<file path="src/sv/llpq_pkg.sv">
// ----------------------------------------------------------------------------
// llpq_pkg
// Shared widths, operation codes and interface types of the linked-list
// packet queue unit.
// ----------------------------------------------------------------------------
package llpq_pkg;

  localparam int BUF_W   = 6;   // buffer number field
  localparam int QUEUE_W = 3;   // queue index field
  localparam int KIND_W  = 1;   // operation field
  localparam int EVT_W   = 8;   // notify event code
  localparam int CFG_W   = 64;  // packed event code register

  localparam int NUM_QUEUES_DEF  = 8;
  localparam int NUM_BUFFERS_DEF = 64;

  // Operation codes
  localparam logic [KIND_W-1:0] KIND_ENQ = 1'b0;
  localparam logic [KIND_W-1:0] KIND_DEQ = 1'b1;

  // One entry of the shared next-link store
  typedef struct packed {
    logic             vld;
    logic [BUF_W-1:0] nxt;
  } link_t;

  // Update request towards the queue table
  typedef struct packed {
    logic               enq;    // append ptr to the queue
    logic               deq;    // move head to ptr
    logic               more;   // on dequeue: a next buffer exists
    logic [QUEUE_W-1:0] queue;
    logic [BUF_W-1:0]   ptr;
  } qt_upd_t;

  // Head and tail state of one queue
  typedef struct packed {
    logic             head_valid;
    logic [BUF_W-1:0] head;
    logic [BUF_W-1:0] tail;
  } qt_stat_t;

endpackage

</file>
<file path="src/sv/linked_list_packet_queues_unit.sv">
// ----------------------------------------------------------------------------
// linked_list_packet_queues_unit
// FIFO queues of buffer numbers kept as singly linked lists in one shared
// next-link store, with a head and tail per queue.
// ----------------------------------------------------------------------------
// Start is taken while busy is low, busy is then high for one cycle, and
// out_strobe marks the result in the cycle after that, in which the next
// item may already be started. The busy state is set by the next-link store:
// a dequeue reads the head's link and only gets it back in the next cycle,
// and an enqueue writes two links (clear the new buffer's link, then point
// the old tail at it) through the single write port. The result cannot be
// held off by the receiver; it is shown for one
// cycle only. An enqueue reports the queue's event code from cfg_data byte
// <queue>; a dequeue of an empty queue reports buffer_valid low. An item on
// a queue index at or above NUM_QUEUES changes nothing and reports all zero.
// Write the event code register only while the unit is idle.
// ----------------------------------------------------------------------------
module linked_list_packet_queues_unit #(
  parameter int NUM_QUEUES  = llpq_pkg::NUM_QUEUES_DEF,
  parameter int NUM_BUFFERS = llpq_pkg::NUM_BUFFERS_DEF
) (
  input  logic                          clk,
  input  logic                          rst_n,
  // command channel
  input  logic                          start,
  output logic                          busy,
  input  logic [llpq_pkg::KIND_W-1:0]   in_kind,
  input  logic [llpq_pkg::QUEUE_W-1:0]  in_queue,
  input  logic [llpq_pkg::BUF_W-1:0]    in_buffer_in,
  // result channel
  output logic                          out_strobe,
  output logic [llpq_pkg::BUF_W-1:0]    out_buffer_out,
  output logic                          out_buffer_valid,
  output logic [llpq_pkg::EVT_W-1:0]    out_event_code,
  output logic                          out_event_valid,
  // configuration
  input  logic                          cfg_valid,
  output logic                          cfg_ready,
  input  logic [llpq_pkg::CFG_W-1:0]    cfg_data
);
  import llpq_pkg::*;

  localparam int ADDR_W = $clog2(NUM_BUFFERS);
  localparam int QCMP_W = QUEUE_W + 1;
  localparam int BCMP_W = BUF_W + 2;
  localparam logic [QCMP_W-1:0] NQ_L = QCMP_W'(NUM_QUEUES);
  localparam logic [BCMP_W-1:0] NB_L = BCMP_W'(NUM_BUFFERS);

  typedef enum logic [1:0] {
    ST_IDLE = 2'b01,
    ST_FIN  = 2'b10
  } state_t;

  state_t state_r, state_nxt;

  logic [CFG_W-1:0] evt_codes_r;

  // item held for the FIN state
  logic               enq_ok_r;     // enqueue on a valid queue
  logic               tail_lnk_r;   // old tail gets linked in FIN
  logic               deq_hit_r;    // dequeue found a head
  logic               head_ok_r;    // head indexes the link store
  logic [QUEUE_W-1:0] queue_r;
  logic [BUF_W-1:0]   buf_r;
  logic [BUF_W-1:0]   tail_r;
  logic [BUF_W-1:0]   head_r;
  logic [EVT_W-1:0]   evt_r;

  // result registers
  logic               strobe_r;
  logic [BUF_W-1:0]   res_buf_r;
  logic               res_bvld_r;
  logic [EVT_W-1:0]   res_evt_r;
  logic               res_evld_r;

  logic     accept;
  logic     in_fin;
  logic     q_ok;
  logic     b_ok;
  logic     t_ok;
  logic     h_ok;
  logic     is_enq;
  logic     is_deq;
  logic     enq_now;
  qt_stat_t qstat;
  qt_upd_t  qupd;
  link_t    lnk_rd;
  link_t    lnk_wdata;
  link_t    deq_lnk;
  logic     lnk_we;
  logic [ADDR_W-1:0] lnk_waddr;
  logic [ADDR_W-1:0] lnk_raddr;
  logic [BUF_W:0]    in_buf_ext;
  logic [BUF_W:0]    tail_ext;
  logic [BUF_W:0]    head_ext;
  logic [QUEUE_W+2:0] evt_sel;

  assign accept = start && !busy;
  assign in_fin = (state_r == ST_FIN);
  assign busy   = in_fin;

  // range checks
  assign q_ok = {1'b0, in_queue} < NQ_L;
  assign b_ok = {2'b00, in_buffer_in} < NB_L;
  assign t_ok = {2'b00, qstat.tail} < NB_L;
  assign h_ok = {2'b00, qstat.head} < NB_L;

  assign is_enq  = (in_kind == KIND_ENQ);
  assign is_deq  = (in_kind == KIND_DEQ);
  assign enq_now = accept && is_enq && q_ok && b_ok;

  assign in_buf_ext = {1'b0, in_buffer_in};
  assign tail_ext   = {1'b0, tail_r};
  assign head_ext   = {1'b0, qstat.head};
  assign evt_sel    = {in_queue, 3'b000};

  // --------------------------------------------------------------------------
  // Sequencer
  // --------------------------------------------------------------------------
  always_comb begin
    state_nxt = state_r;
    case (state_r)
      ST_IDLE: begin
        if (accept) begin
          state_nxt = ST_FIN;
        end
      end
      ST_FIN: begin
        state_nxt = ST_IDLE;
      end
      default: begin
        state_nxt = ST_IDLE;
      end
    endcase
  end

  always_ff @(posedge clk) begin
    if (!rst_n) begin
      state_r <= ST_IDLE;
    end else begin
      state_r <= state_nxt;
    end
  end

  // --------------------------------------------------------------------------
  // Event code register: always ready
  // --------------------------------------------------------------------------
  assign cfg_ready = 1'b1;

  always_ff @(posedge clk) begin
    if (!rst_n) begin
      evt_codes_r <= '0;
    end else if (cfg_valid && cfg_ready) begin
      evt_codes_r <= cfg_data;
    end
  end

  // --------------------------------------------------------------------------
  // Capture the item and the queue state seen at the accept edge
  // --------------------------------------------------------------------------
  always_ff @(posedge clk) begin
    if (!rst_n) begin
      enq_ok_r   <= 1'b0;
      tail_lnk_r <= 1'b0;
      deq_hit_r  <= 1'b0;
    end else if (accept) begin
      enq_ok_r   <= is_enq && q_ok;
      tail_lnk_r <= is_enq && q_ok && b_ok && qstat.head_valid && t_ok;
      deq_hit_r  <= is_deq && q_ok && qstat.head_valid;
    end
  end

  always_ff @(posedge clk) begin
    if (accept) begin
      queue_r   <= in_queue;
      buf_r     <= in_buffer_in;
      tail_r    <= qstat.tail;
      head_r    <= qstat.head;
      head_ok_r <= h_ok;
      evt_r     <= evt_codes_r[evt_sel +: EVT_W];
    end
  end

  // --------------------------------------------------------------------------
  // Queue table: enqueue updates at accept, dequeue once the link is back
  // --------------------------------------------------------------------------
  assign deq_lnk = head_ok_r ? lnk_rd : '0;

  always_comb begin
    qupd = '0;
    if (enq_now) begin
      qupd.enq   = 1'b1;
      qupd.queue = in_queue;
      qupd.ptr   = in_buffer_in;
    end else if (in_fin && deq_hit_r) begin
      qupd.deq   = 1'b1;
      qupd.more  = deq_lnk.vld;
      qupd.queue = queue_r;
      qupd.ptr   = deq_lnk.nxt;
    end
  end

  llpq_queue_table #(
    .NUM_QUEUES (NUM_QUEUES)
  ) u_qtab (
    .clk      (clk),
    .rst_n    (rst_n),
    .rd_queue (in_queue),
    .stat     (qstat),
    .upd      (qupd)
  );

  // --------------------------------------------------------------------------
  // Link store: clear the new buffer's link at accept, then link the old
  // tail to it in FIN (a re-enqueued tail thus ends up linking to itself).
  // Busy keeps the next item off until both writes are done, so a read
  // never meets a pending write to the same entry.
  // --------------------------------------------------------------------------
  always_comb begin
    lnk_we    = 1'b0;
    lnk_waddr = in_buf_ext[ADDR_W-1:0];
    lnk_wdata = '0;
    if (enq_now) begin
      lnk_we = 1'b1;
    end else if (in_fin && tail_lnk_r) begin
      lnk_we        = 1'b1;
      lnk_waddr     = tail_ext[ADDR_W-1:0];
      lnk_wdata.vld = 1'b1;
      lnk_wdata.nxt = buf_r;
    end
  end

  assign lnk_raddr = head_ext[ADDR_W-1:0];

  llpq_link_mem #(
    .NUM_BUFFERS (NUM_BUFFERS)
  ) u_links (
    .clk     (clk),
    .wr_en   (lnk_we),
    .wr_addr (lnk_waddr),
    .wr_data (lnk_wdata),
    .rd_en   (accept && is_deq),
    .rd_addr (lnk_raddr),
    .rd_data (lnk_rd)
  );

  // --------------------------------------------------------------------------
  // Result: registered at the end of FIN, shown for one cycle
  // --------------------------------------------------------------------------
  always_ff @(posedge clk) begin
    if (!rst_n) begin
      strobe_r <= 1'b0;
    end else begin
      strobe_r <= in_fin;
    end
  end

  always_ff @(posedge clk) begin
    if (in_fin) begin
      res_buf_r  <= deq_hit_r ? head_r : '0;
      res_bvld_r <= deq_hit_r;
      res_evt_r  <= enq_ok_r ? evt_r : '0;
      res_evld_r <= enq_ok_r;
    end
  end

  assign out_strobe       = strobe_r;
  assign out_buffer_out   = res_buf_r;
  assign out_buffer_valid = res_bvld_r;
  assign out_event_code   = res_evt_r;
  assign out_event_valid  = res_evld_r;

  // --------------------------------------------------------------------------
  // Assertions
  // --------------------------------------------------------------------------
  a_result_follows_item: assert property (@(posedge clk) disable iff (!rst_n)
    accept |=> ##1 out_strobe)
    else $error("item accepted without a result two cycles later");

  a_no_result_while_busy: assert property (@(posedge clk) disable iff (!rst_n)
    out_strobe |-> !busy)
    else $error("result shown while an item is still at work");

  a_one_kind_of_result: assert property (@(posedge clk) disable iff (!rst_n)
    out_strobe |-> !(out_buffer_valid && out_event_valid))
    else $error("result reports both a buffer and an event");

  a_buffer_zero_when_empty: assert property (@(posedge clk) disable iff (!rst_n)
    (out_strobe && !out_buffer_valid) |-> (out_buffer_out == '0))
    else $error("buffer number not zero on a result without a buffer");

  a_single_queue_update: assert property (@(posedge clk) disable iff (!rst_n)
    !(qupd.enq && qupd.deq))
    else $error("queue table asked to enqueue and dequeue at once");

endmodule

</file>
<file path="src/sv/llpq_link_mem.sv">
// ----------------------------------------------------------------------------
// llpq_link_mem
// Next-link store shared by all queues: one write port and one read port,
// read data registered.
// ----------------------------------------------------------------------------
module llpq_link_mem #(
  parameter int NUM_BUFFERS = llpq_pkg::NUM_BUFFERS_DEF,
  parameter int ADDR_W      = $clog2(NUM_BUFFERS)
) (
  input  logic                clk,
  input  logic                wr_en,
  input  logic [ADDR_W-1:0]   wr_addr,
  input  llpq_pkg::link_t     wr_data,
  input  logic                rd_en,
  input  logic [ADDR_W-1:0]   rd_addr,
  output llpq_pkg::link_t     rd_data
);
  import llpq_pkg::*;

  link_t mem [NUM_BUFFERS];
  link_t rd_data_r;

  always_ff @(posedge clk) begin
    if (wr_en) begin
      mem[wr_addr] <= wr_data;
    end
  end

  always_ff @(posedge clk) begin
    if (rd_en) begin
      rd_data_r <= mem[rd_addr];
    end
  end

  assign rd_data = rd_data_r;

endmodule

</file>
<file path="src/sv/llpq_queue_table.sv">
// ----------------------------------------------------------------------------
// llpq_queue_table
// Head pointer, head valid bit and tail pointer of every queue, with one
// status read and one update per cycle.
// ----------------------------------------------------------------------------
module llpq_queue_table #(
  parameter int NUM_QUEUES = llpq_pkg::NUM_QUEUES_DEF,
  parameter int QIDX_W     = (NUM_QUEUES > 1) ? $clog2(NUM_QUEUES) : 1
) (
  input  logic                             clk,
  input  logic                             rst_n,
  input  logic [llpq_pkg::QUEUE_W-1:0]     rd_queue,
  output llpq_pkg::qt_stat_t               stat,
  input  llpq_pkg::qt_upd_t                upd
);
  import llpq_pkg::*;

  logic [BUF_W-1:0]      head_r [NUM_QUEUES];
  logic [BUF_W-1:0]      tail_r [NUM_QUEUES];
  logic [NUM_QUEUES-1:0] hvld_r;

  logic [QIDX_W-1:0] rd_idx;
  logic [QIDX_W-1:0] up_idx;

  assign rd_idx = rd_queue[QIDX_W-1:0];
  assign up_idx = upd.queue[QIDX_W-1:0];

  assign stat.head_valid = hvld_r[rd_idx];
  assign stat.head       = head_r[rd_idx];
  assign stat.tail       = tail_r[rd_idx];

  // Valid bits: an empty queue starts its list on enqueue
  always_ff @(posedge clk) begin
    if (!rst_n) begin
      hvld_r <= '0;
    end else if (upd.enq) begin
      hvld_r[up_idx] <= 1'b1;
    end else if (upd.deq) begin
      hvld_r[up_idx] <= upd.more;
    end
  end

  // Pointers
  always_ff @(posedge clk) begin
    if (upd.enq) begin
      tail_r[up_idx] <= upd.ptr;
      if (!hvld_r[up_idx]) begin
        head_r[up_idx] <= upd.ptr;
      end
    end else if (upd.deq) begin
      head_r[up_idx] <= upd.ptr;
    end
  end

endmodule

</file>
<file path="config.mk">
export PLATFORM = sky130hd
export DESIGN_NAME = linked_list_packet_queues_unit
export DESIGN_NICKNAME = d
export VERILOG_FILES = /design/src/sv/llpq_pkg.sv /design/src/sv/linked_list_packet_queues_unit.sv /design/src/sv/llpq_link_mem.sv /design/src/sv/llpq_queue_table.sv
export SDC_FILE = /design/constraint.sdc
export NUM_CORES = 1
export LEC_CHECK = 0
export BUFFER_PORTS_ARGS = -buffer_cell sky130_fd_sc_hd__buf_4
export CORE_MARGIN = 2
export CORE_UTILIZATION = 35
export CTS_BUF_LIST = sky130_fd_sc_hd__clkbuf_4 sky130_fd_sc_hd__clkbuf_8
export CTS_CLUSTER_DIAMETER = 150
export DETAILED_ROUTE_END_ITERATION = 6
export GPL_ROUTABILITY_DRIVEN = 0
export MAX_ROUTING_LAYER = met4
export PLACE_DENSITY = 0.5
export SYNTH_ARGS = -nofsm -noshare
export SYNTH_HDL_FRONTEND = slang
export SYNTH_HIERARCHICAL = 1
export SYNTH_SLANG_ARGS = --single-unit
export TNS_END_PERCENT = 10
</file>
<file path="constraint.sdc">
create_clock -name clk -period 5.45 [get_ports clk]
set_input_delay 0.2725 -clock clk [delete_from_list [all_inputs] [get_ports clk]]
set_output_delay 0.2725 -clock clk [all_outputs]
set_load 0.1 [all_outputs]
</file>
==> results of run 1 <==
## worst max-delay path, stage by stage, from the launching register on
cell and delay, ns:
sky130_fd_sc_hd__dfxtp_1 0.30, sky130_fd_sc_hd__nand2b_1 0.22, sky130_fd_sc_hd__inv_1 0.32, sky130_fd_sc_hd__and2_2 0.68
sky130_fd_sc_hd__buf_4 0.46, sky130_fd_sc_hd__mux2_2 0.45, sky130_fd_sc_hd__nor2b_1 0.29, sky130_fd_sc_hd__nand4_1 0.21
sky130_fd_sc_hd__nor3_1 0.84
## kinds of logic after synthesis
family	share of synthesized area, %
AOI/OAI and AO/OA	2.77
buffers and inverters	1.89
DFF	72.9
muxes	17.8
other	0.0141
and+or+nand+nor	4.59
## registers in the layout, summed over array words and instances, names as in the netlist, 2 cells and up
signal,flops
u_links/mem,448
evt_codes_r,64
u_qtab/head_r,48
u_qtab/tail_r,48
evt_r,8
out_event_code,8
u_qtab/hvld_r,8
u_links/rd_data,7
buf_r,6
head_r,6
out_buffer_out,6
tail_r,6
queue_r,3
state_r,2
## layer usage
metal | vias up | routed length [um] | GRT usage (%) | part of all wire, %
met2 | 434 | 30500 | 26.3 | 47
met4 | 0 | 1010 | 4.29 | 1.6
li1 | 6108 | - | - | -
met1 | 7356 | 29700 | 23.8 | 46
met3 | 98 | 3950 | 3.36 | 6.1
met5 | - | 0 | - | 0
## area by class of cell
type                    instances  share of cell area [%]
repair buffers                188                    5.18
diodes                          2                  0.0160
flip-flops and latches        674                    62.1
clock buffers                 149                    5.84
inverters                       9                   0.108
well taps                     978                    3.90
multi-input cells             626                    21.5
clock inverters                60                    1.36
## power by group through the flow
stage / combinational (mW) / clock [mW] / sequential [mW]
CTS: 0.629 / 4.61 / 5.65
finish: 0.621 / 4.48 / 5.65
global route: 0.666 / 4.84 / 5.65
floorplan: 0.384 / 0 / 5.76
global placement: 0.581 / 0 / 5.76
detailed placement: 0.584 / 0 / 5.76
## placed cells by master, fill, tap and decap left out, types with 4 or more instances in the layout
cell,n
sky130_fd_sc_hd__nor3b_1,4
sky130_fd_sc_hd__nand2_1,8
sky130_fd_sc_hd__and3_1,4
sky130_fd_sc_hd__a21oi_1,15
sky130_fd_sc_hd__edfxtp_1,596
sky130_fd_sc_hd__mux2i_1,80
sky130_fd_sc_hd__nor2b_1,9
sky130_fd_sc_hd__mux2_2,27
sky130_fd_sc_hd__a22oi_1,8
sky130_fd_sc_hd__a211oi_1,4
sky130_fd_sc_hd__nor2_1,155
sky130_fd_sc_hd__clkinv_2,14
sky130_fd_sc_hd__clkbuf_4,35
sky130_fd_sc_hd__nand3b_1,7
sky130_fd_sc_hd__or3b_2,6
sky130_fd_sc_hd__buf_4,111
sky130_fd_sc_hd__clkbuf_8,114
sky130_fd_sc_hd__and2_1,15
sky130_fd_sc_hd__mux4_1,29
sky130_fd_sc_hd__inv_1,7
sky130_fd_sc_hd__o21ai_1,6
sky130_fd_sc_hd__a211oi_2,4
sky130_fd_sc_hd__and3_2,6
sky130_fd_sc_hd__o31ai_1,8
sky130_fd_sc_hd__o221ai_1,9
sky130_fd_sc_hd__o22ai_1,12
sky130_fd_sc_hd__dlygate4sd3_1,75
sky130_fd_sc_hd__nand2b_1,8
sky130_fd_sc_hd__clkinv_1,36
sky130_fd_sc_hd__mux4_2,126
sky130_fd_sc_hd__dfxtp_1,78
sky130_fd_sc_hd__o21ai_0,9
sky130_fd_sc_hd__nor3_1,10
sky130_fd_sc_hd__bufinv_16,5
sky130_fd_sc_hd__a22o_1,11
sky130_fd_sc_hd__nand3_1,10
## how the worst max path moves through the flow
stage	from	endpoint	slack [ns]
after floorplan	state_r[0]	u_links/mem[39][0]	2.31
after global placement	state_r[0]	u_links/mem[21][3]	1.36
after detailed placement	state_r[0]	u_links/mem[48][4]	1.23
after CTS	state_r[0]	u_links/mem[49][1]	1.25
after global routing	state_r[0]	u_links/mem[48][4]	0.91
final	state_r[0]	u_links/mem[49][6]	1.28
## per-stage QoR
step | instance area (sq um) | setup slack (ns) | util (%) | power [mW]
detailed placement | 28300 | 1.23 | 37.4 | 6.34
finish | 31400 | 1.28 | 41.4 | 10.8
global placement | 28300 | 1.36 | 37.4 | 6.34
global route | 31400 | 0.913 | 41.4 | 11.2
CTS | 31400 | 1.25 | 41.4 | 10.9
floorplan | 26700 | 2.31 | - | 6.14
==> summary.md, run 1 <==
• **result of the run** completed
• **die area** 78500 sq um
• **average footprint of a synthesized cell** 19.2 sq um
• **leakage power** 11.8 nW
• **crit path capture type** flip-flop
• **area used by multi-input combinational logic** 6750 sq um
• **number of nets in the layout** 1688
• **CTS-repair resized insts** 0
• **Hold Fails Final Rpt** 0
• **Max clock buf depth** 3
• **buffers inserted during post-CTS setup optimization** 0
• **maximum fanout along the worst path** 38
• **biggest area contributors in the synthesized netlist** sky130_fd_sc_hd__edfxtp_1, sky130_fd_sc_hd__mux4_2, sky130_fd_sc_hd__dfxtp_1
• **Mapped Nets** 1469
• **arrival time of the worst setup path** 4.49 ns
• **number of antenna violations at the first check in global routing** 2
• **worst-case headroom to the max-slew limit** 26.5%
• **maximum number of pins on one net before global-route repair** 65
• **critical path type** flip-flop to flip-flop
• **number of standard cells in the final layout excluding fillers** 2686
• **transition time of the tightest slew-check pin** 1.10 ns
• **destination of the worst register-to-register timing path** u_links/mem[49][6]
• **fraction of power consumed by the clock network** 41.7%
• **startpoint class of the critical path** flip-flop
• **Worst Hold Launch** in_queue[2]
• **CTS Root Cell** sky130_fd_sc_hd__clkbuf_8
• **number of flip-flops and latches in the synthesized netlist** 674
• **clock insertion delay at the later pin of the skew report** 0.75 ns
• **height of the die** 280 um
• **Die X** 280 um
• **GRT Overall Usage** 17.2%
• **wire length of the first global-routing pass** 96200 um
• **most area-hungry cell type in the Yosys netlist** sky130_fd_sc_hd__edfxtp_1
• **Max-Cap Viols** 0
• **minimum clock period after layout** 4.17 ns
• **required time reported for the critical path endpoint** 5.77 ns
• **cts bufs inserted** 111
• **Synth Flop Type** sky130_fd_sc_hd__edfxtp_1
• **HPWL reported at the end of detailed placement** 39900 um
• **worst hold margin** 0.113 ns
• **Reg2Reg Depth** 8
• **sequential group share of total power** 52.5%
• **launch point of the worst reg-to-reg path** state_r[0]
• **wire per inst** 24.3 um
• **peak clock frequency supported by timing** 240 MHz
• **Post-Syn Instances** 1391
• **period utilization** 76.4%
• **number of enable-type register cells in the synthesized netlist** 596
• **Row Count** 101
• **Internal Power** 8.32 mW
• **worst min-delay path endpoint** queue_r[2]
• **setup repair after global routing missed its margin** no
• **PortBufs** 95
• **area added between synthesis and finish** 17.5%
• **via count of the first global-routing pass** 14500
• **Seq. cell area** 19500 sq um
• **overall routed net length** 65200 um
• **power spent charging and discharging nets** 2.43 mW
• **routed vias/inst** 5.21
• **flop2flop setup slack** 1.28 ns
• **count of pins over their slew limit** 0
• **number of endpoints failing setup at the final stage** 0
• **overflow left after global routing** 0
• **most numerous cell types in the synthesized netlist** sky130_fd_sc_hd__edfxtp_1, sky130_fd_sc_hd__nor2_1, sky130_fd_sc_hd__mux4_2, sky130_fd_sc_hd__mux2i_1, sky130_fd_sc_hd__dfxtp_1
• **final clock skew** 0.0794 ns
• **iteration count of the initial detailed-routing pass** 7
• **count of fill cells added during filler insertion** 6715
• **DRC violations left** 0
• **min-delay worst type** input pin to flip-flop
• **proportion of power drawn by combinational gates** 5.8%
• **Synth Cell Area** 26700 sq um
• **Clock Sinks** 674
• **count of warnings emitted by yosys** 6
• **core area** 75700 sq um
• **leading cell type by number of instances after synthesis** sky130_fd_sc_hd__edfxtp_1
• **clock tree from TritonCTS** done
• **antenna-violating nets left** 0
• **Boundary Pins** 97
• **effective utilization at floorplan** 35.3%
• **Power Dens Cells** 343 nW/um^2
• **share of post-route cells with drive strength above 1** 27.5%
• **switching part of the total power** 22.6%
• **H-tree depth** 3
• **count of unique library cells instantiated by Yosys** 53
• **asr flop ratio synth** 0%
• **share of the synthesized area in the top cell type** 67.1%
• **IR Drop Worst-Case VDD** 0.162 mV
• **clock-pin slew on the worst setup and hold paths** 0.06 ns
• **number of DRC markers after the initial detailed-route iteration** 1156
• **Hold Buf Count CTS** 75
• **cell count after placement** 2400
• **via total after detailed routing** 14000
• **sum of negative setup slack** 0 ns
• **sequential cell area fraction in the yosys report** 72.9%
• **Hold Path Cell Cnt** 1
Power figures use the tool's default switching activity.
==> run 2: changes to the inputs <==
--- a/config.mk
+++ b/config.mk
@@ -13,7 +13,7 @@
 export DETAILED_ROUTE_END_ITERATION = 6
 export GPL_ROUTABILITY_DRIVEN = 0
 export MAX_ROUTING_LAYER = met4
-export PLACE_DENSITY = 0.5
+export PLACE_DENSITY = 0.52
 export SYNTH_ARGS = -nofsm -noshare
 export SYNTH_HDL_FRONTEND = slang
 export SYNTH_HIERARCHICAL = 1
==> constraint.sdc (replaced) <==
create_clock -name clk -period 3.6 [get_ports clk]
set_input_delay 0.18 -clock clk [delete_from_list [all_inputs] [get_ports clk]]
set_output_delay 0.18 -clock clk [all_outputs]
set_load 0.1 [all_outputs]
==> run 2 against run 1 <==
- flip-flop and latch count unchanged
- non-clock buffer count grew 108
- largest power group unchanged
- sequential share of layout area shrank 1.5 points
- total power grew 48%
- register-to-register slack got worse by 1.0 ns
- count of clock-buffer cells in the layout grew 3
- worst setup slack got worse by 1.0 ns
- first-iteration DRC count rose by 14%
- cell area rose by 2.4%
- hold slack improved by 0.025 ns
- global-route usage hardly changed
- sequential power grew 51%
- critical path type unchanged
==> summary.md, run 2 (synthesis results as in run 1) <==
• **final clock skew** 0.0644 ns, was 0.0794 ns
• **Die X** 280 um, unchanged
• **number of antenna violations at the first check in global routing** 4, was 2
• **iteration count of the initial detailed-routing pass** 7, unchanged
• **number of DRC markers after the initial detailed-route iteration** 1315, was 1156
• **PortBufs** 95, unchanged
• **wire length of the first global-routing pass** 96100 um, was 96200 um
• **arrival time of the worst setup path** 3.76 ns, was 4.49 ns
• **critical path type** flip-flop to flip-flop, unchanged
• **effective utilization at floorplan** 35.3%, unchanged
• **count of fill cells added during filler insertion** 6684, was 6715
• **number of endpoints failing setup at the final stage** 0, unchanged
• **overall routed net length** 65400 um, was 65200 um
• **Power Dens Cells** 496 nW/um^2, was 343 nW/um^2
• **Clock Sinks** 674, unchanged
• **IR Drop Worst-Case VDD** 0.305 mV, was 0.162 mV
• **Hold Fails Final Rpt** 0, unchanged
• **crit path capture type** flip-flop, unchanged
• **setup repair after global routing missed its margin** no, unchanged
• **cts bufs inserted** 109, was 111
• **maximum number of pins on one net before global-route repair** 69, was 65
• **CTS-repair resized insts** 0, unchanged
• **result of the run** completed, unchanged
• **overflow left after global routing** 0, unchanged
• **sum of negative setup slack** 0 ns, unchanged
• **via total after detailed routing** 14300, was 14000
• **die area** 78500 sq um, unchanged
• **minimum clock period after layout** 3.34 ns, was 4.17 ns
• **maximum fanout along the worst path** 13, was 38
• **startpoint class of the critical path** flip-flop, unchanged
• **clock-pin slew on the worst setup and hold paths** 0.06 ns, about the same
• **Row Count** 101, unchanged
• **commonest non-fill, non-tap cell in the layout** sky130_fd_sc_hd__edfxtp_1, unchanged
• **share of post-route cells with drive strength above 1** 31.8%, was 27.5%
• **GRT Overall Usage** 17.2%, about the same
• **registers with the highest flip-flop counts** u_links/mem: 448 flops, evt_codes_r: 64 flops, unchanged
• **clock tree from TritonCTS** done, unchanged
• **transition time of the tightest slew-check pin** 1.18 ns, was 1.10 ns
• **H-tree depth** 3, unchanged
• **highest-count cells in the layout ignoring fill and taps** sky130_fd_sc_hd__edfxtp_1, sky130_fd_sc_hd__buf_4, sky130_fd_sc_hd__nor2_1, sky130_fd_sc_hd__mux4_2, sky130_fd_sc_hd__clkbuf_8, was sky130_fd_sc_hd__edfxtp_1, sky130_fd_sc_hd__nor2_1, sky130_fd_sc_hd__mux4_2, sky130_fd_sc_hd__clkbuf_8, sky130_fd_sc_hd__buf_4
• **number of nets in the layout** 1794, was 1688
• **core area** 75700 sq um, unchanged
• **Max-Cap Viols** 0, unchanged
• **Largest Register** u_links/mem, unchanged
• **required time reported for the critical path endpoint** 4.03 ns, was 5.77 ns
• **via count of the first global-routing pass** 14700, was 14500
• **clock insertion delay at the later pin of the skew report** 0.72 ns, was 0.75 ns
• **flip-flop count of the largest register after layout** 448, unchanged
• **wire per inst** 23.5 um, was 24.3 um
• **power spent charging and discharging nets** 3.58 mW, was 2.43 mW
• **period utilization** 92.7%, was 76.4%
• **worst-case headroom to the max-slew limit** 21.1%, was 26.5%
• **final core utilization** 42.4%, was 41.4%
• **DRC violations left** 0, unchanged
• **height of the die** 280 um, unchanged
• **CTS Root Cell** sky130_fd_sc_hd__clkbuf_8, unchanged
• **routed vias/inst** 5.13, was 5.21
• **peak clock frequency supported by timing** 300 MHz, was 240 MHz
• **switching part of the total power** 22.5%, was 22.6%
• **Max clock buf depth** 3, unchanged
• **antenna-violating nets left** 0, unchanged
• **fraction of power consumed by the clock network** 40.2%, was 41.7%
• **buffers inserted during post-CTS setup optimization** 0, unchanged
• **sequential group share of total power** 53.7%, was 52.5%
• **Internal Power** 12.3 mW, was 8.32 mW
• **Boundary Pins** 97, unchanged
• **leakage power** 12.3 nW, was 11.8 nW
• **count of pins over their slew limit** 0, unchanged
• **area added between synthesis and finish** 20.3%, was 17.5%
• **proportion of power drawn by combinational gates** 6.1%, was 5.8%
• **HPWL reported at the end of detailed placement** 42300 um, was 39900 um
• **min-delay worst type** input pin to flip-flop, unchanged
==> run 2: cell types whose count changed in the layout (fill, tap and decap cells not counted), sizes merged <==
| cell | change |
|---|---|
| bufinv | -4 |
| clkinv | -15 |
| dlygate4sd3 | +1 |
| diode | +1 |
| buf | +107 |
| clkbuf | +3 |
==> run 2: critical path, stage by stage, from the launching register on <==
cell and delay [ns]:
sky130_fd_sc_hd__dfxtp_1 0.33, sky130_fd_sc_hd__nand2b_1 0.25, sky130_fd_sc_hd__inv_1 0.16, sky130_fd_sc_hd__nor3_1 0.41
sky130_fd_sc_hd__buf_4 0.30, sky130_fd_sc_hd__or2_2 0.22, sky130_fd_sc_hd__nand4_1 0.45, sky130_fd_sc_hd__buf_4 0.33
sky130_fd_sc_hd__nor2_1 0.36, sky130_fd_sc_hd__buf_4 0.25
==> run 2: final timing paths <==
kind	to	cells after the start	from	slack [ns]
setup / recovery	u_links/mem[23][4]	9	state_r[0]	0.26
hold / removal	queue_r[1]	2	in_queue[1]	0.14
setup reg to reg	u_links/mem[23][4]	9	state_r[0]	0.26
hold reg to reg	evt_codes_r[36]	2	evt_codes_r[36]	0.49
==> run 2: cell type report <==
type	count	area (sq um)	area share (%)
tap	978	1220	3.81
inverter	9	33.8	0.105
timing repair buffer	296	2540	7.90
antenna	3	7.51	0.0234
clock buffer	152	1850	5.75
multi-input combinational	626	6750	21.0
clock inverter	41	251	0.783
sequential	674	19500	60.6
==> run 2: per-layer routing <==
metal / track usage [%] / up-vias / wire (um)
met5: - / - / 0
met3: 4.63 / 108 / 4330
met2: 25.8 / 420 / 30500
met4: 5.06 / 0 / 1300
met1: 23.0 / 7438 / 29300
li1: - / 6304 / -
==> run 2: power by group through the flow <==
stage | registers, mW | clock network [mW] | logic, mW
after floorplan | 8.72 | 0 | 0.581
after global placement | 8.71 | 0 | 0.906
after detailed placement | 8.72 | 0 | 0.913
after CTS | 8.55 | 6.60 | 0.984
after global routing | 8.56 | 6.93 | 1.04
final | 8.55 | 6.39 | 0.973
==> run 2: repair_timing <==
item / CTS / global route
setup endpoints to repair: 0 / 0
endpoints found under the hold margin: 96 / 0
hold buffers: 76 / 0
==> run 2: through the flow <==
stage,instances,total power [mW],setup WS [ns],hold slack (ns),cell area (sq um)
floorplan,1391,9.30,0.456,0.279,26700
global placement,2507,9.62,0.296,0.416,29200
detailed placement,2507,9.63,0.305,0.419,29200
CTS,2776,16.1,0.340,0.0811,32100
global route,2779,16.5,0.122,0.111,32100
finish,2779,15.9,0.263,0.138,32100
==> run 3: changes to the inputs <==
--- a/config.mk
+++ b/config.mk
@@ -14,6 +14,7 @@
 export GPL_ROUTABILITY_DRIVEN = 0
 export MAX_ROUTING_LAYER = met4
 export PLACE_DENSITY = 0.52
+export REMOVE_ABC_BUFFERS = 1
 export SYNTH_ARGS = -nofsm -noshare
 export SYNTH_HDL_FRONTEND = slang
 export SYNTH_HIERARCHICAL = 1
==> run 3 against run 2 <==
- clock power about the same
- total power grew 0.14%
- register-to-register slack worse by 0.08 ns
- wire length shrank 0.11%
- non-clock buffer count is 3 lower
- combinational power decreased by 0.4%
- final cell count up 0.14%
- flip-flop and latch count did not move
- worst setup slack lost 0.079 ns
- critical path depth shrank 1
- sequential power about the same
- maximum frequency is 2.3% lower
==> summary.md, run 3 (synthesis results as in run 1) <==
• **min-delay worst type** input pin to flip-flop, unchanged
• **CTS-repair resized insts** 0, unchanged
• **IR Drop Worst-Case VDD** 0.253 mV, was 0.305 mV
• **arrival time of the worst setup path** 3.81 ns, was 3.76 ns
• **height of the die** 280 um, unchanged
• **overflow left after global routing** 0, unchanged
• **commonest non-fill, non-tap cell in the layout** sky130_fd_sc_hd__edfxtp_1, unchanged
• **Clock Sinks** 674, unchanged
• **clock insertion delay at the later pin of the skew report** 0.71 ns, was 0.72 ns
• **setup repair after global routing missed its margin** no, unchanged
• **final clock skew** 0.0271 ns, was 0.0644 ns
• **wire per inst** 23.5 um, about the same
• **Max-Cap Viols** 0, unchanged
• **count of pins over their slew limit** 0, unchanged
• **core area** 75700 sq um, unchanged
• **number of antenna violations at the first check in global routing** 3, was 4
• **number of DRC markers after the initial detailed-route iteration** 1071, was 1315
• **number of standard cells in the final layout excluding fillers** 2783, was 2779
• **result of the run** completed, unchanged
• **crit-path max cell delay** 0.55 ns, was 0.45 ns
• **Post-Place Setup Slack** 0.210 ns, was 0.305 ns
• **startpoint class of the critical path** flip-flop, unchanged
• **HPWL reported at the end of detailed placement** 41000 um, was 42300 um
• **H-tree depth** 3, unchanged
• **clock tree from TritonCTS** done, unchanged
• **overall power consumption** 15.9 mW, about the same
• **CTS Root Cell** sky130_fd_sc_hd__clkbuf_8, unchanged
• **routed vias/inst** 5.14, was 5.13
• **leakage power** 12.3 nW, about the same
• **area added between synthesis and finish** 20.1%, was 20.3%
• **highest-count cells in the layout ignoring fill and taps** sky130_fd_sc_hd__edfxtp_1, sky130_fd_sc_hd__buf_4, sky130_fd_sc_hd__nor2_1, sky130_fd_sc_hd__mux4_2, sky130_fd_sc_hd__clkbuf_8, unchanged
• **cts bufs inserted** 109, unchanged
• **worst-case headroom to the max-slew limit** 20.0%, was 21.1%
• **Max clock buf depth** 3, unchanged
• **flip-flop count of the largest register after layout** 448, unchanged
• **Die X** 280 um, unchanged
• **iteration count of the initial detailed-routing pass** 5, was 7
• **wire length of the first global-routing pass** 97200 um, was 96100 um
• **Boundary Pins** 97, unchanged
• **Largest Register** u_links/mem, unchanged
• **minimum clock period after layout** 3.42 ns, was 3.34 ns
• **fin worst setup slack** 0.184 ns, was 0.263 ns
• **via count of the first global-routing pass** 15000, was 14700
• **number of nets in the layout** 1791, was 1794
• **clock-pin slew on the worst setup and hold paths** 0.06 ns, about the same
• **period utilization** 94.9%, was 92.7%
• **number of endpoints failing setup at the final stage** 0, unchanged
• **overall routed net length** 65300 um, was 65400 um
• **effective utilization at floorplan** 35.3%, unchanged
• **Hold Fails Final Rpt** 0, unchanged
• **Power Dens Cells** 497 nW/um^2, was 496 nW/um^2
• **maximum fanout along the worst path** 9, was 13
• **slowest library cell on the worst path** sky130_fd_sc_hd__nand2_1, was sky130_fd_sc_hd__nand4_1
• **dominant delay contributor by cell family on the critical path** simple AND/OR/NAND/NOR gates, unchanged
• **cell count after placement** 2503, was 2507
• **registers with the highest flip-flop counts** u_links/mem: 448 flops, evt_codes_r: 64 flops, unchanged
• **share of post-route cells with drive strength above 1** 31.5%, was 31.8%
• **antenna-violating nets left** 0, unchanged
• **Row Count** 101, unchanged
• **DRC violations left** 0, unchanged
• **transition time of the tightest slew-check pin** 1.20 ns, was 1.18 ns
• **PortBufs** 95, unchanged
• **ordered list of cells on the worst path** nand2b_1 > inv_1 > and2_2 > mux2_2 > nor2b_1 > nand2_1 > nor2_1 > buf_4, was nand2b_1 > inv_1 > nor3_1 > buf_4 > or2_2 > nand4_1 > buf_4 > nor2_1 > buf_4
• **GRT Overall Usage** 17.2%, about the same
• **Buf+Inv Stages, Crit Path** 2, was 4
• **maximum number of pins on one net before global-route repair** 69, unchanged
• **crit path capture type** flip-flop, unchanged
• **required time reported for the critical path endpoint** 4.00 ns, was 4.03 ns
• **worst hold margin** 0.0652 ns, was 0.138 ns
• **die area** 78500 sq um, unchanged
• **via total after detailed routing** 14300, about the same
• **critical path type** flip-flop to flip-flop, unchanged
• **peak clock frequency supported by timing** 293 MHz, was 300 MHz
[run 3: cell count changes in the layout (fill, tap and decap cells not counted), moves of 2 or more]
cell                       before  now
sky130_fd_sc_hd__clkbuf_8     113  115
sky130_fd_sc_hd__clkbuf_4      39   34
sky130_fd_sc_hd__clkinv_8       2    0
sky130_fd_sc_hd__buf_4        210  212
sky130_fd_sc_hd__clkinv_2       8   14
sky130_fd_sc_hd__buf_12        10    4
sky130_fd_sc_hd__clkinv_1      26   34
[run 3: final timing paths]
path | to | from | cells past startpoint | slack (ns)
setup / recovery | u_links/mem[60][4] | state_r[0] | 8 | 0.18
hold / removal | queue_r[0] | in_queue[0] | 2 | 0.07
setup reg to reg | u_links/mem[60][4] | state_r[0] | 8 | 0.18
hold reg to reg | evt_codes_r[19] | evt_codes_r[19] | 2 | 0.48
[run 3: repair_timing]
action | 4_1_cts | 5_1_grt
setup buffers | 0 | 0
hold endpoints to repair | 86 | 0
hold buffers | 77 | 0
[run 3: through the flow]
stage	utilization [%]	TNS, ns	instance area, sq um
finish	42.3	0	32000
global route	42.3	0	32000
CTS	42.3	0	32000
detailed placement	38.5	0	29200
global placement	38.5	0	29200
floorplan	-	-192.87	26200
[run 3: cell type report]
class	instances	area (sq um)
Multi-Input combinational cell	626	6760
Clock buffer	149	1840
Tap cell	978	1220
Clock inverter	52	280
Sequential cell	674	19500
Fill cell	6714	43700
Antenna cell	2	5.00
Timing Repair Buffer	293	2440
Inverter	9	33.8
[run 3: metal layers]
metal	share of wire [%]	routed length [um]	up-vias	track usage, %
li1	-	-	6304	-
met1	45	29600	7472	23.2
met2	47	30700	412	26.5
met3	5.6	3660	106	3.56
met4	2.0	1330	0	5.00
met5	0	0	-	-
[run 3: where the power goes]
group          switching (mW)  total (mW)  internal [mW]
Clock                    2.98        6.42           3.44
Sequential             0.0394        8.55           8.51
Combinational           0.541       0.969          0.428
